==> config.mk <==
export PLATFORM = sky130hd
export DESIGN_NAME = sorted_divisor_enumerator_flat
export DESIGN_NICKNAME = d
export VERILOG_FILES = /design/src/sde_pkg.sv /design/src/sde_if.sv /design/src/sde_controller.sv /design/src/sde_datapath.sv /design/src/sorted_divisor_enumerator.sv /design/src/flat_wrapper.sv
export SDC_FILE = /design/constraint.sdc
export NUM_CORES = 1
export LEC_CHECK = 0
export CORE_AREA = 2 2 245 247
export CTS_CLUSTER_DIAMETER = 50
export CTS_CLUSTER_SIZE = 40
export DETAILED_ROUTE_END_ITERATION = 7
export DIE_AREA = 0 0 247 249
export DONT_BUFFER_PORTS = 1
export PLACE_DENSITY_LB_ADDON = 0.25
export REMOVE_ABC_BUFFERS = 1
export SETUP_SLACK_MARGIN = 0.02
export SYNTH_ARGS = -nofsm -noshare
export SYNTH_HDL_FRONTEND = slang
export SYNTH_SLANG_ARGS = --single-unit
==> constraint.sdc <==
create_clock -name clock -period 27.6 [get_ports clock]
set_clock_uncertainty 0.2 [all_clocks]
set_input_delay 1.38 -clock clock [delete_from_list [all_inputs] [get_ports clock]]
set_output_delay 1.38 -clock clock [all_outputs]
set_load 0.02 [all_outputs]
==> src/sde_pkg.sv <==
// Shared types for the sorted divisor enumerator: controller states and control/status structs.
package sde_pkg;

   typedef enum logic [2:0] {
      ST_IDLE,
      ST_CHECK,
      ST_DIV,
      ST_EVAL,
      ST_EMIT_UP,
      ST_POP,
      ST_EMIT_DN
   } sde_state_type;

   typedef struct packed {
      logic load_n;
      logic start_div;
      logic div_step;
      logic inc_i;
      logic push;
      logic push_root;
      logic pop_rd;
      logic load_up;
      logic load_dn;
   } sde_cmd_type;

   typedef struct packed {
      logic req_zero;
      logic sq_lt;
      logic sq_eq;
      logic div_last;
      logic rem_zero;
      logic stack_empty;
      logic out_free;
   } sde_status_type;

endpackage

==> src/sde_if.sv <==
// Valid/ready channel interfaces for the request and response transactions.
interface sde_req_if #(parameter int VALUE_WIDTH = 12);
   logic                   valid;
   logic                   ready;
   logic [VALUE_WIDTH-1:0] n_value;

   modport source (output valid, output n_value, input ready);
   modport sink (input valid, input n_value, output ready);
endinterface

interface sde_rsp_if #(parameter int VALUE_WIDTH = 12);
   logic                   valid;
   logic                   ready;
   logic [VALUE_WIDTH-1:0] divisor;
   logic                   last;

   modport source (output valid, output divisor, output last, input ready);
   modport sink (input valid, input divisor, input last, output ready);
endinterface

==> src/sde_controller.sv <==
// Sequencer for the candidate scan, divider iterations and cofactor stack unwind.
module sde_controller (
   input  logic                    clock,
   input  logic                    reset,
   input  logic                    req_valid,
   output logic                    req_ready,
   input  sde_pkg::sde_status_type status,
   output sde_pkg::sde_cmd_type    cmd
);
   import sde_pkg::*;

   sde_state_type state_ff;
   sde_state_type state_in;

   always_ff @(posedge clock) begin
      if (reset) begin
         state_ff <= ST_IDLE;
      end else begin
         state_ff <= state_in;
      end
   end

   always_comb begin
      state_in  = state_ff;
      cmd       = '0;
      req_ready = 1'b0;
      case (state_ff)
         ST_IDLE: begin
            req_ready = 1'b1;
            if (req_valid) begin
               cmd.load_n = 1'b1;
               if (!status.req_zero) begin
                  state_in = ST_CHECK;
               end
            end
         end
         ST_CHECK: begin
            if (status.sq_lt) begin
               cmd.start_div = 1'b1;
               state_in      = ST_DIV;
            end else begin
               // root of a perfect square goes on the stack once
               cmd.push      = status.sq_eq;
               cmd.push_root = status.sq_eq;
               state_in      = ST_POP;
            end
         end
         ST_DIV: begin
            cmd.div_step = 1'b1;
            if (status.div_last) begin
               state_in = ST_EVAL;
            end
         end
         ST_EVAL: begin
            if (status.rem_zero) begin
               state_in = ST_EMIT_UP;
            end else begin
               cmd.inc_i = 1'b1;
               state_in  = ST_CHECK;
            end
         end
         ST_EMIT_UP: begin
            if (status.out_free) begin
               cmd.load_up = 1'b1;
               cmd.push    = 1'b1;
               cmd.inc_i   = 1'b1;
               state_in    = ST_CHECK;
            end
         end
         ST_POP: begin
            cmd.pop_rd = 1'b1;
            state_in   = ST_EMIT_DN;
         end
         ST_EMIT_DN: begin
            if (status.out_free) begin
               cmd.load_dn = 1'b1;
               state_in    = status.stack_empty ? ST_IDLE : ST_POP;
            end
         end
         default: begin
            state_in = ST_IDLE;
         end
      endcase
   end

endmodule

==> src/sde_datapath.sv <==
// Candidate counter, bit-serial divider, cofactor stack memory and response register.
module sde_datapath #(
   parameter int VALUE_WIDTH = 12
) (
   input  logic                    clock,
   input  logic                    reset,
   input  logic [VALUE_WIDTH-1:0]  req_n_value,
   input  sde_pkg::sde_cmd_type    cmd,
   output sde_pkg::sde_status_type status,
   sde_rsp_if.source               rsp_if
);
   import sde_pkg::*;

   localparam int W     = VALUE_WIDTH;
   localparam int HALF  = (W + 1) / 2;
   localparam int CW    = HALF + 1;
   localparam int DEPTH = 1 << HALF;
   localparam int AW    = HALF;
   localparam int PW    = HALF + 1;
   localparam int SW    = $clog2(W);

   logic [W-1:0]    n_ff;
   logic [CW-1:0]   i_ff;
   logic [W-1:0]    rem_ff;
   logic [W-1:0]    quo_ff;
   logic [SW-1:0]   cnt_ff;
   logic [PW-1:0]   sp_ff;
   logic [W-1:0]    rd_ff;
   logic [W-1:0]    stack_mem [DEPTH];
   logic            rsp_valid_ff;
   logic [W-1:0]    divisor_ff;
   logic            last_ff;

   logic [2*CW-1:0] sq;
   logic [2*CW-1:0] n_ext;
   logic [W:0]      shifted;
   logic [W:0]      dvs;
   logic [W:0]      diff;
   logic            ge;
   logic [W-1:0]    rem_in;
   logic [W-1:0]    quo_in;
   logic [PW-1:0]   sp_dec;
   logic [W-1:0]    i_wide;
   logic [W-1:0]    push_data;
   logic            out_free;

   assign sq      = {{CW{1'b0}}, i_ff} * {{CW{1'b0}}, i_ff};
   assign n_ext   = {{(2*CW-W){1'b0}}, n_ff};
   assign i_wide  = {{(W-CW){1'b0}}, i_ff};
   assign shifted = {rem_ff, quo_ff[W-1]};
   assign dvs     = {{(W+1-CW){1'b0}}, i_ff};
   assign ge      = shifted >= dvs;
   assign diff    = shifted - dvs;
   assign rem_in  = ge ? diff[W-1:0] : shifted[W-1:0];
   assign quo_in  = {quo_ff[W-2:0], ge};
   assign sp_dec  = sp_ff - 1'b1;
   assign push_data = cmd.push_root ? i_wide : quo_ff;
   assign out_free  = !rsp_valid_ff || rsp_if.ready;

   always_comb begin
      status             = '0;
      status.req_zero    = req_n_value == '0;
      status.sq_lt       = sq < n_ext;
      status.sq_eq       = sq == n_ext;
      status.div_last    = cnt_ff == '0;
      status.rem_zero    = rem_ff == '0;
      status.stack_empty = sp_ff == '0;
      status.out_free    = out_free;
   end

   always_ff @(posedge clock) begin
      if (cmd.load_n) begin
         n_ff <= req_n_value;
      end
      if (cmd.load_n) begin
         i_ff <= CW'(1);
      end else if (cmd.inc_i) begin
         i_ff <= i_ff + 1'b1;
      end
      if (cmd.start_div) begin
         rem_ff <= '0;
         quo_ff <= n_ff;
      end else if (cmd.div_step) begin
         rem_ff <= rem_in;
         quo_ff <= quo_in;
      end
      if (cmd.push) begin
         stack_mem[sp_ff[AW-1:0]] <= push_data;
      end
      if (cmd.pop_rd) begin
         rd_ff <= stack_mem[sp_dec[AW-1:0]];
      end
      if (cmd.load_up) begin
         divisor_ff <= i_wide;
         last_ff    <= 1'b0;
      end else if (cmd.load_dn) begin
         divisor_ff <= rd_ff;
         last_ff    <= sp_ff == '0;
      end
   end

   always_ff @(posedge clock) begin
      if (reset) begin
         cnt_ff       <= '0;
         sp_ff        <= '0;
         rsp_valid_ff <= 1'b0;
      end else begin
         if (cmd.start_div) begin
            cnt_ff <= SW'(W - 1);
         end else if (cmd.div_step) begin
            cnt_ff <= cnt_ff - 1'b1;
         end
         if (cmd.load_n) begin
            sp_ff <= '0;
         end else if (cmd.push) begin
            sp_ff <= sp_ff + 1'b1;
         end else if (cmd.pop_rd) begin
            sp_ff <= sp_dec;
         end
         if (cmd.load_up || cmd.load_dn) begin
            rsp_valid_ff <= 1'b1;
         end else if (rsp_if.ready) begin
            rsp_valid_ff <= 1'b0;
         end
      end
   end

   assign rsp_if.valid   = rsp_valid_ff;
   assign rsp_if.divisor = divisor_ff;
   assign rsp_if.last    = last_ff;

endmodule

==> src/sorted_divisor_enumerator.sv <==
// Sorted divisor enumerator: emits every divisor of a request in ascending order.
// Each candidate i with i*i < n passes through check, bit-serial divide and evaluate,
// plus an emit step when it divides n; about ceil(sqrt(n)) candidates are tried.
// Each upper-half cofactor is then popped from the stack memory and presented.
// One request is handled at a time; a zero request completes with no responses.
// Synchronous active-high reset returns the sequencer to idle and drops response valid.
module sorted_divisor_enumerator #(
   parameter int VALUE_WIDTH = 12
) (
   input  logic      clock,
   input  logic      reset,
   sde_req_if.sink   req_if,
   sde_rsp_if.source rsp_if
);
   import sde_pkg::*;

   sde_cmd_type    cmd;
   sde_status_type status;
   logic           ctrl_req_ready;

   assign req_if.ready = ctrl_req_ready;

   sde_controller u_controller (
      .clock     (clock),
      .reset     (reset),
      .req_valid (req_if.valid),
      .req_ready (ctrl_req_ready),
      .status    (status),
      .cmd       (cmd)
   );

   sde_datapath #(
      .VALUE_WIDTH (VALUE_WIDTH)
   ) u_datapath (
      .clock       (clock),
      .reset       (reset),
      .req_n_value (req_if.n_value),
      .cmd         (cmd),
      .status      (status),
      .rsp_if      (rsp_if)
   );

endmodule
==> src/flat_wrapper.sv <==
// flat-port wrapper written by rule: the top's interface ports become plain ports
module sorted_divisor_enumerator_flat import sde_pkg::*;
#(
   parameter int VALUE_WIDTH = 12
)
  (clock, reset, req_if_valid, req_if_n_value, req_if_ready, rsp_if_valid, rsp_if_divisor, rsp_if_last, rsp_if_ready);
  sde_req_if #(.VALUE_WIDTH(VALUE_WIDTH)) req_if_i ();
  sde_rsp_if #(.VALUE_WIDTH(VALUE_WIDTH)) rsp_if_i ();
  input  logic clock;
  input  logic reset;
  input wire logic [$bits(req_if_i.valid)-1:0] req_if_valid;
  input wire logic [$bits(req_if_i.n_value)-1:0] req_if_n_value;
  output wire logic [$bits(req_if_i.ready)-1:0] req_if_ready;
  output wire logic [$bits(rsp_if_i.valid)-1:0] rsp_if_valid;
  output wire logic [$bits(rsp_if_i.divisor)-1:0] rsp_if_divisor;
  output wire logic [$bits(rsp_if_i.last)-1:0] rsp_if_last;
  input wire logic [$bits(rsp_if_i.ready)-1:0] rsp_if_ready;
  assign req_if_i.valid = req_if_valid;
  assign req_if_i.n_value = req_if_n_value;
  assign req_if_ready = req_if_i.ready;
  assign rsp_if_valid = rsp_if_i.valid;
  assign rsp_if_divisor = rsp_if_i.divisor;
  assign rsp_if_last = rsp_if_i.last;
  assign rsp_if_i.ready = rsp_if_ready;
  sorted_divisor_enumerator #(.VALUE_WIDTH(VALUE_WIDTH)) u_core (.clock(clock), .reset(reset), .req_if(req_if_i), .rsp_if(rsp_if_i));
endmodule
# Word level (Yosys, flattened, before mapping)
# Memories as Yosys holds them, arrays and structs flattened. A register that Yosys moved wholly into a read port is not among the register bits.
# Cells that the tools add are included.
# Widths: inputs -> output; s select.
totals:
  ff_bits: 71
  latch_bits: 0
  ram_bits: 768
  mem_bits_ro: 0
  in_bits: 16
  out_inout_bits: 15
  elab_cells: 87
  mem_count: 1
op_classes:
  n_addsub: 5
  multipliers: 1
  div: 0
  magnitude_cmp: 2
  eq_ne: 12
  shifts: 0
  mux: 39
  bitwise_logic: 0
  reduce_logical: 15
mem_list:
  columns: ["memory", "words", "width", "rd", "rd_clocked_by_memory_dff", "write_ports", "line", "source"]
  rows:
  - ["u_core.u_datapath.stack_mem", 64, 12, 1, 1, 1, "sde_datapath.sv:29", "logic [W-1:0] stack_mem [DEPTH];"]
op_table:
  columns: ["op", "count"]
  rows:
  - ["$mux 12", 4]
  - ["$mux 7", 4]
  - ["$logic_not 12->1", 2]
  - ["$mux 3", 8]
  - ["$pmux 3 s7", 1]
  - ["$mux 1", 16]
  - ["$add 7x1->7 const B", 2]
  - ["$eq 14x12->1", 1]
  - ["$lt 14x12->1", 1]
  - ["$mul 7x7->14", 1]
  - ["$ge 13x7->1", 1]
  - ["$sub 12x7->12", 1]
  - ["$eq 3x3->1 const B", 3]
  - ["$mux 4", 2]
  - ["$ne 2x2->1 const B", 4]
  - ["$reduce_bool 2->1", 4]
  - ["$logic_not 7->1", 1]
  - ["$sub 7x1->7 const B", 1]
  - ["$eq 3x2->1 const B", 2]
  - ["$reduce_and 5->1", 1]
  - ["$logic_not 4->1", 1]
  - ["$mux 2", 2]
  - ["$pmux 1 s2", 2]
  - ["$reduce_or 2->1", 2]
  - ["6 further kinds", 7]

# Logic depth before layout (Yosys ltp)
# Gate-level depths: netlist (run 1).
depth:
  word_depth: 6
  mapped_depth: 29
  mapped_depth_nobuf: 27

# Modules after synthesis
# Synthesis (run 1) repeated with hierarchy kept, for this count alone.
unflattened:
  hier_cells: 1934
  hier_area_um2: 35376.4
modules_own_cells:
  columns: ["mod", "instances", "cells_per_inst", "area_each_um2", "seq_area_each_um2"]
  rows:
  - ["sde_datapath", 1, 1896, 35088.7, 25094.1]
  - ["sde_controller", 1, 38, 287.8, 60.1]

# Worst setup path before layout (run 1)
# Ideal clock, no wire load.
synth_path:
  path_type: "register -> register"
  start: "register u_core.u_datapath.i_ff[4]"
  end: "memory u_core.u_datapath.stack_mem[0][0] in the netlist's numbering, data pin"
  setup_time_ns: 0.702
  arrival_time_ns: 7.831
  required_ns: 26.698
  setup_slack_ns: 18.868
  stages_incl_launch_ff: 24
  path_buffers: 2
  period_less_slack_ns: 8.732
  path_cell_list: "dfxtp_1 > inv_1 > clkbuf_1 > nor2_1 > ha_1 > xor2_1 > fa_1 > inv_1 > fa_1 > fa_1 > ha_1 > a21oi_1 > o21bai_1 > a21oi_1 > o21bai_1 > a21oi_1 > xnor2_1 > ha_1 > and4_1 > nand3_1 > a2111oi_4 > nand2_1 > clkbuf_1 > o21ai_0"
synth_via:
  elab_chain_len: 5
  elab_cells_between_ends: 6
  cone_classes: "mul (1); order compare (1); eq/ne (1); mux (3)"
synth_lines:
  columns: ["element", "line", "source"]
  rows:
  - ["from (decl)", "sde_datapath.sv:23", "logic [CW-1:0] i_ff;"]
  - ["from (signal assigned)", "sde_datapath.sv:78", "i_ff <= i_ff + 1'b1;"]
  - ["$mul 7x7->14 *", "sde_datapath.sv:47", "assign sq = {{CW{1'b0}}, i_ff} * {{CW{1'b0}}, i_ff};"]
  - ["$lt 14x12->1 / $eq 14x12->1 (equally long branches)", "sde_datapath.sv:63, sde_datapath.sv:64", null]
  - ["$mux 2 *", "sde_controller.sv:38", "if (status.sq_lt) begin"]
  - ["$mux 1 *", "sde_controller.sv:27", "case (state_ff)"]
  - ["$mux 12 *", "sde_datapath.sv:57", "assign push_data = cmd.push_root ? i_wide : quo_ff;"]
  - ["named net u_core.u_datapath.push_data[0]", "sde_datapath.sv:44", "logic [W-1:0] push_data;"]
  - ["to (decl)", "sde_datapath.sv:29", null]
# The timed path passes the listed nets; every way through them passes the cells marked *.

# Worst setup path after layout (run 1)
layout_path:
  start: "register u_core.u_datapath.i_ff[1]"
  end: "memory u_core.u_datapath.stack_mem[26][8] in the netlist's numbering, enable pin"
layout_via:
  elab_chain_len: 6
  elab_cells_between_ends: 7
  cone_classes: "mul (1); order compare (1); eq/ne (1); mux (4)"
layout_lines:
  columns: ["element", "line", "source"]
  rows:
  - ["$mul 7x7->14 *", "sde_datapath.sv:47", null]
  - ["$lt 14x12->1 / $eq 14x12->1 (equally long branches)", "sde_datapath.sv:63, sde_datapath.sv:64", null]
  - ["$mux 2 *", "sde_controller.sv:38", null]
  - ["$pmux 1 s2 *", "sde_controller.sv:27", null]
  - ["$mux 1 *", "sde_datapath.sv:87", "if (cmd.push) begin"]
  - ["$mux 1 (implied by the code) *", "sde_datapath.sv:88", "stack_mem[sp_ff[AW-1:0]] <= push_data;"]
# Every way passes the cells marked *; elsewhere a longest branch is shown, timed or not.

==> results of run 1 <==
==> cell families (layout without fill, tap and decap cells) <==
kind of cell	count (synthesis)	count (layout)	synth area share
buffers and inverters	146	228	0.0172
muxes	266	266	0.167
AOI/OAI and AO/OA	131	131	0.0239
adders and majority gates	64	64	0.0259
and+or+nand+nor	288	288	0.0397
DFF	851	851	0.718
xor gates and xnor gates	33	33	0.00826
==> placed cells by master (no fill, tap or decap), types with 13 or more instances in the layout <==
cell type	count
ha_1	49
dfxtp_1	39
edfxtp_1	811
nand3_1	15
o21ai_0	32
mux4_2	252
nand2_1	63
nor3_1	24
inv_6	13
buf_4	41
fa_1	14
xnor2_1	25
inv_1	45
nand2b_1	14
nor2_1	92
clkbuf_16	74
a21oi_1	34
==> report_power, final <==
| part | switching, mW | leakage [nW] | internal, mW |
|---|---|---|---|
| clock network | 0.534 | 1.25 | 0.560 |
| logic | 0.285 | 3.16 | 0.108 |
| registers | 0.0348 | 7.62 | 1.58 |
| total | 0.854 | 12.0 | 2.25 |
==> path summary, 6_finish.rpt <==
kind	depth (start not counted)	start	endpoint
hold / removal	2	u_core.u_datapath.rem_ff[11]$_SDFFE_PP0P_	u_core.u_datapath.rem_ff[11]$_SDFFE_PP0P_
setup / recovery	25	u_core.u_datapath.i_ff[1]$_SDFFE_PP0P_	u_core.u_datapath.stack_mem[26][8]$_DFFE_PP_
hold reg to reg	2	u_core.u_datapath.rem_ff[11]$_SDFFE_PP0P_	u_core.u_datapath.rem_ff[11]$_SDFFE_PP0P_
setup reg to reg	25	u_core.u_datapath.i_ff[1]$_SDFFE_PP0P_	u_core.u_datapath.stack_mem[26][8]$_DFFE_PP_
==> metal layers <==
metal / GRT usage / part of all wire / up-vias
met5: 0 / 0.00017 / -
met4: 0.0725 / 0.024 / 2
met3: 0.0449 / 0.078 / 113
met2: 0.408 / 0.49 / 803
met1: 0.381 / 0.41 / 9159
li1: - / - / 7309
==> metrics by stage <==
step / setup slack, ns / power (mW) / hold WS (ns) / util / instance area (um2)
2_1_floorplan: 12.09 / 1.89 / 0.232 / - / 34600
3_3_place_gp: 19.71 / 2.02 / 0.243 / 0.616 / 36200
3_5_place_dp: 19.46 / 2.03 / 0.272 / 0.616 / 36200
4_1_cts: 19.41 / 3.12 / 0.281 / 0.661 / 38800
5_1_grt: 18.86 / 3.21 / 0.307 / 0.661 / 38800
6_report: 19.35 / 3.10 / 0.288 / 0.661 / 38800
==> cell type report <==
cell class,count,share of cell area
flip-flops and latches,851,0.648
multi-input cells,782,0.246
clock buffers,77,0.0480
well taps,773,0.0249
clock inverters,60,0.0198
repair buffers,42,0.00845
inverters,49,0.00474
==> flip-flops by register name (all words and copies together), names as in the netlist <==
signal / cells
u_core.u_datapath.stack_mem: 768
u_core.u_datapath.n_ff: 12
u_core.u_datapath.quo_ff: 12
u_core.u_datapath.rd_ff: 12
u_core.u_datapath.rem_ff: 12
u_core.u_datapath.rsp_if.divisor: 12
u_core.u_datapath.i_ff: 7
u_core.u_datapath.sp_ff: 7
u_core.u_datapath.cnt_ff: 4
u_core.u_controller.state_ff: 3
u_core.u_datapath.rsp_if.last: 1
u_core.u_datapath.rsp_if.valid: 1
==> cell usage after synthesis (all sizes together) (7+ instances only) <==
cell,count
a211oi,7
a21o,7
a21oi,37
buf,34
clkbuf,63
dfxtp,40
edfxtp,811
fa,14
ha,50
inv,47
mux2,12
mux4,252
nand2,64
nand2b,14
nand3,15
nor2,92
nor3,36
nor4,24
o21ai,40
o22ai,11
or3,7
xnor2,27
==> critical path, cell delays in order (launching register included) <==
cell,delay [ns]
dfxtp_1,0.48
clkinv_1,0.37
nor2_1,0.34
ha_1,0.31
xnor2_1,0.20
ha_1,0.17
inv_1,0.05
fa_1,0.50
inv_1,0.05
fa_1,0.46
ha_1,0.35
o21ai_0,0.13
o21bai_1,0.09
a21oi_1,0.23
o21bai_1,0.09
a21oi_1,0.21
o21bai_1,0.10
a21oi_1,0.20
xnor2_1,0.10
ha_1,0.31
and4_1,0.19
nand3_1,0.15
a2111oi_4,0.56
a21oi_2,0.38
or3_1,0.66
nor2_1,1.01
==> run summary, run 1 <==
- result of the run: complete, no violations
- multi-input logic area: 9540 um2
- Ant. Diodes: 0
- clock period minus worst slack: 8.25 ns
- setup fix buffers added after clock tree synthesis: 0
- die width: 247 um
- number of rows created at floorplan: 89
- worst rel slew slack: 0.150
- part of the Yosys area used for sequential elements: 0.718
- fraction of the cycle the final worst path needs: 0.299
- CP Capture Type: register
- Yosys cell types: 65
- dominant register cell in the synthesized netlist: edfxtp_1
- Final Hold Violating Endpoints: 0
- Storage cell area: 25200 um2
- Die Y-Extent: 249 um
- sum of negative setup slack: 0 ns
- proportion of synthesized flip-flops having asynchronous set or reset: 0
- first-pass detailed-route iteration total: 5
- CTS root buffer: clkbuf_16
- Max Freq: 121 MHz
- Static Leakage: 12.0 nW
- class of the tightest hold or removal check: register to register
- level count of the clock H-tree: 3
- endpoints failing setup: 0
- Die ar.: 61500 um2
- IO buf count: 0
- core area: 58700 um2
- R2R Setup Slk: 19.35 ns
- GR Overflow Total: 0
- post-synthesis instance total: 1779
- number of warnings issued by yosys: 0
- share of the synthesized area in the top cell type: 0.696
- gp weighted congestion: 0.884
- routed length per placed instance: 29.3 um
- Syn-to-layout area delta: 10.8%
- via count of the first global-routing pass: 17400
- total count of max-transition violations in the final report: 0
- number of antenna violations at the first check in global routing: 2
- syn_area_per_cell: 19.7 um2
- worst-margin pin slew: 1.27 ns
- post-cts hold buffer count: 0
- Worst Path Arrival: 8.32 ns
- highest ir drop seen on vdd: 77.9 uV
- unrepaired setup endpoints after global routing: no
- CTS buffer count: 74
- instance count after placement with tap cells included: 2497
- routed wire length: 77200 um
- power density cells: 79.9 nW/um2
- HPWL after detailed placement: 46900 um
- total number of nets in the final design: 1880
- count of nets left with antenna violations after detail routing: 0
- Post-synth EDFFs: 811
- worst-case clock buffer depth: 3
- proportion of layout cells with a drive suffix above 1: 0.265
- num ports: 31
- violation count after the first detailed-routing iteration: 2154
- CP Class: register to register
- worst-skew pair later-pin latency: 0.65 ns
- type of element launching the critical path: register
- drt drc: 0
- Reg clk slew, reported paths: 0.08 ns
- TritonCTS clock tree: done
- routed vias: 17400
- vias per std cell: 6.60
- Num Clock Sinks: 851
- top post-synthesis cells by area: edfxtp_1 (70%), mux4_2 (16%), dfxtp_1 (2.3%)
- final instance count without filler cells: 2634
- #FFs+latches synth: 851
- layout filler cell count: 3631
- cells resized by post-CTS repair: 0
- critical path peak fanout: 16
- maximum number of pins on one net before global-route repair: 154
- overall global routing resource usage: 0.259
- Synth area leader: edfxtp_1
- effective utilization at floorplan: 0.597
- mapped cell area: 35000 um2
- global-route wire length before repair: 116000 um
- Req. time, crit path: 27.67 ns
- count of maximum capacitance violations: 0
No activity file was read; power rests on OpenSTA's default activity.
==> run 2, diff against run 1 <==
- clock period: 27.6 -> 8.2 ns (I/O delays scaled with it)
==> run 2 against run 1 <==
Net effect:
- via count up 1.5%
- utilization up 0.85 points
- combinational power rose to 3.5 times the previous value
==> run summary, run 2 (synthesized netlist as in run 1, its figures left out) <==
- Worst Min Path Start: req_if_valid
- layout filler cell count: 3656
- CTS root buffer: clkbuf_16
- Num Clock Sinks: 851
- Syn-to-layout area delta: 12.3%
- endpoints failing setup: 0
- count of nets left with antenna violations after detail routing: 0
- result of the run: complete, no violations
- IO buf count: 0
- GR Overflow Total: 0
- gp weighted congestion: 0.887
- Worst Path Arrival: 7.80 ns
- instance count after placement with tap cells included: 2558
- worst-case clock buffer depth: 3
- effective utilization at floorplan: 0.597
- Largest register FFs: 768
- terminating pin of the worst hold path: u_core.u_datapath.i_ff[6]$_SDFFE_PP0P_
- R2R Setup Slk: 0.60 ns
- type of element launching the critical path: register
- total number of nets in the final design: 1954
- routed length per placed instance: 29.1 um
- total count of max-transition violations in the final report: 0
- worst-skew pair later-pin latency: 0.63 ns
- global-route wire length before repair: 117000 um
- vias per std cell: 6.53
- core area: 58700 um2
- number of rows created at floorplan: 89
- overall global routing resource usage: 0.262
- Final Hold Violating Endpoints: 0
- number of antenna violations at the first check in global routing: 5
- die width: 247 um
- launch instance of the worst register-to-register path: u_core.u_datapath.i_ff[0]$_SDFFE_PP1P_
- HPWL after detailed placement: 48900 um
- proportion of layout cells with a drive suffix above 1: 0.283
- Max Freq: 132 MHz
- CP Class: register to register
- class of the tightest hold or removal check: input pin to register
- drt drc: 0
- num ports: 31
- Reg2Reg Capture Point: u_core.u_datapath.stack_mem[42][5]$_DFFE_PP_
- Ant. Diodes: 0
- maximum number of pins on one net before global-route repair: 120
- count of maximum capacitance violations: 0
- core occupancy in the finished layout: 0.670
- unrepaired setup endpoints after global routing: no
- level count of the clock H-tree: 3
- TritonCTS clock tree: done
- worst-margin pin slew: 1.31 ns
- power density cells: 264 nW/um2
- routed wire length: 78600 um
- Static Leakage: 12.4 nW
- first-pass detailed-route iteration total: 6
- fraction of the cycle the final worst path needs: 0.927
- Die Y-Extent: 249 um
- CP Capture Type: register
- via count of the first global-routing pass: 17800
- highest ir drop seen on vdd: 233 uV
- cells resized by post-CTS repair: 0
- Req. time, crit path: 8.40 ns
- worst hold path depth: 4
- routed vias: 17700
- final instance count without filler cells: 2704
- most frequent cells in the layout: edfxtp_1 (811), mux4_2 (252), buf_4 (99)
- violation count after the first detailed-routing iteration: 2098
- Die ar.: 61500 um2
- critical path peak fanout: 33
- leading cell type in the layout, fill and taps excluded: edfxtp_1
- worst rel slew slack: 0.130
- Reg clk slew, reported paths: 0.07 ns
- number of cells traversed by the worst register-to-register path: 23
- clock period minus worst slack: 7.60 ns
- CTS buffer count: 73
==> run 2: cell count changes in the layout (fill, tap and decap cells not counted), sizes merged <==
cell,previous run,this run
clkinv,27,23
clkbuf,77,83
buf,42,103
inv,73,68
clkinvlp,6,4
dlygate4sd3,0,14
==> run 2: power breakdown <==
group	leakage (nW)	switching [mW]	total, mW	internal, mW
Combinational	3.54	0.995	1.39	0.400
Sequential	7.62	0.117	5.43	5.31
Clock	1.21	1.68	3.57	1.89
==> run 2: final cells by class <==
class	instances	area (um2)	share of cell area
sequential	851	25200	0.640
multi-input combinational	782	9520	0.242
clock buffer	83	1940	0.0493
tap	773	967	0.0246
timing repair buffer	117	963	0.0245
clock inverter	49	572	0.0145
inverter	49	184	0.00468
==> run 2: critical path, stage by stage, from the launching register on <==
cell and delay, ns:
dfxtp_1 0.43, clkinv_1 0.36, nor2_1 0.31, xnor2_1 0.10, ha_1 0.28, inv_1 0.04
fa_1 0.48, inv_1 0.06, fa_1 0.53, fa_1 0.43, ha_1 0.35, a21oi_1 0.24
o21bai_1 0.09, a21oi_1 0.23, o21bai_1 0.09, a21oi_1 0.17, xnor2_1 0.08, ha_1 0.30
and4_1 0.20, nand3_1 0.14, a2111oi_4 0.44, nand2_1 0.32, o21ai_4 0.93, buf_4 0.51
==> run 2: timing repair <==
item / CTS / global route
hold endpoints to repair: 27 / 0
setup buffers: 0 / 0
hold buffers: 14 / 0
endpoints found under the setup margin: 0 / 0
==> run 2: worst max-delay path by stage <==
stage                                                 start                                            to  cells after the start  slack (ns)
detailed placement   u_core.u_datapath.i_ff[0]$_SDFFE_PP1P_  u_core.u_datapath.stack_mem[42][5]$_DFFE_PP_                     23        0.60
finish               u_core.u_datapath.i_ff[0]$_SDFFE_PP1P_  u_core.u_datapath.stack_mem[42][5]$_DFFE_PP_                     23        0.60
global route         u_core.u_datapath.i_ff[1]$_SDFFE_PP0P_  u_core.u_datapath.stack_mem[42][5]$_DFFE_PP_                     25        0.13
global placement     u_core.u_datapath.i_ff[0]$_SDFFE_PP1P_  u_core.u_datapath.stack_mem[42][5]$_DFFE_PP_                     24        0.89
CTS                  u_core.u_datapath.i_ff[0]$_SDFFE_PP1P_  u_core.u_datapath.stack_mem[40][5]$_DFFE_PP_                     23        0.61
floorplan           u_core.u_datapath.sp_ff[0]$_SDFFE_PP0P_          u_core.u_datapath.rd_ff[0]$_DFFE_PP_                      5       -7.31
==> run 2: routing by layer <==
layer  track usage  share of wire  up-vias
met4        0.0845          0.031        4
met3        0.0597          0.090      148
li1              -              -     7438
met2         0.411           0.49      866
met5             0        0.00041        -
met1         0.372           0.39     9196
==> run 2: stage by stage <==
stage                     TNS [ns]  total power, mW  worst slack, ns  hold slack (ns)  instance area [um2]
after global routing             0             10.7            0.134            0.145                39300
after floorplan           -2215.20             6.36            -7.31            0.232                34600
after detailed placement         0             6.89            0.604            0.251                36700
after global placement           0             6.82            0.885            0.244                36700
after CTS                        0             10.4            0.614            0.117                39300
final                            0             10.4            0.601            0.139                39300
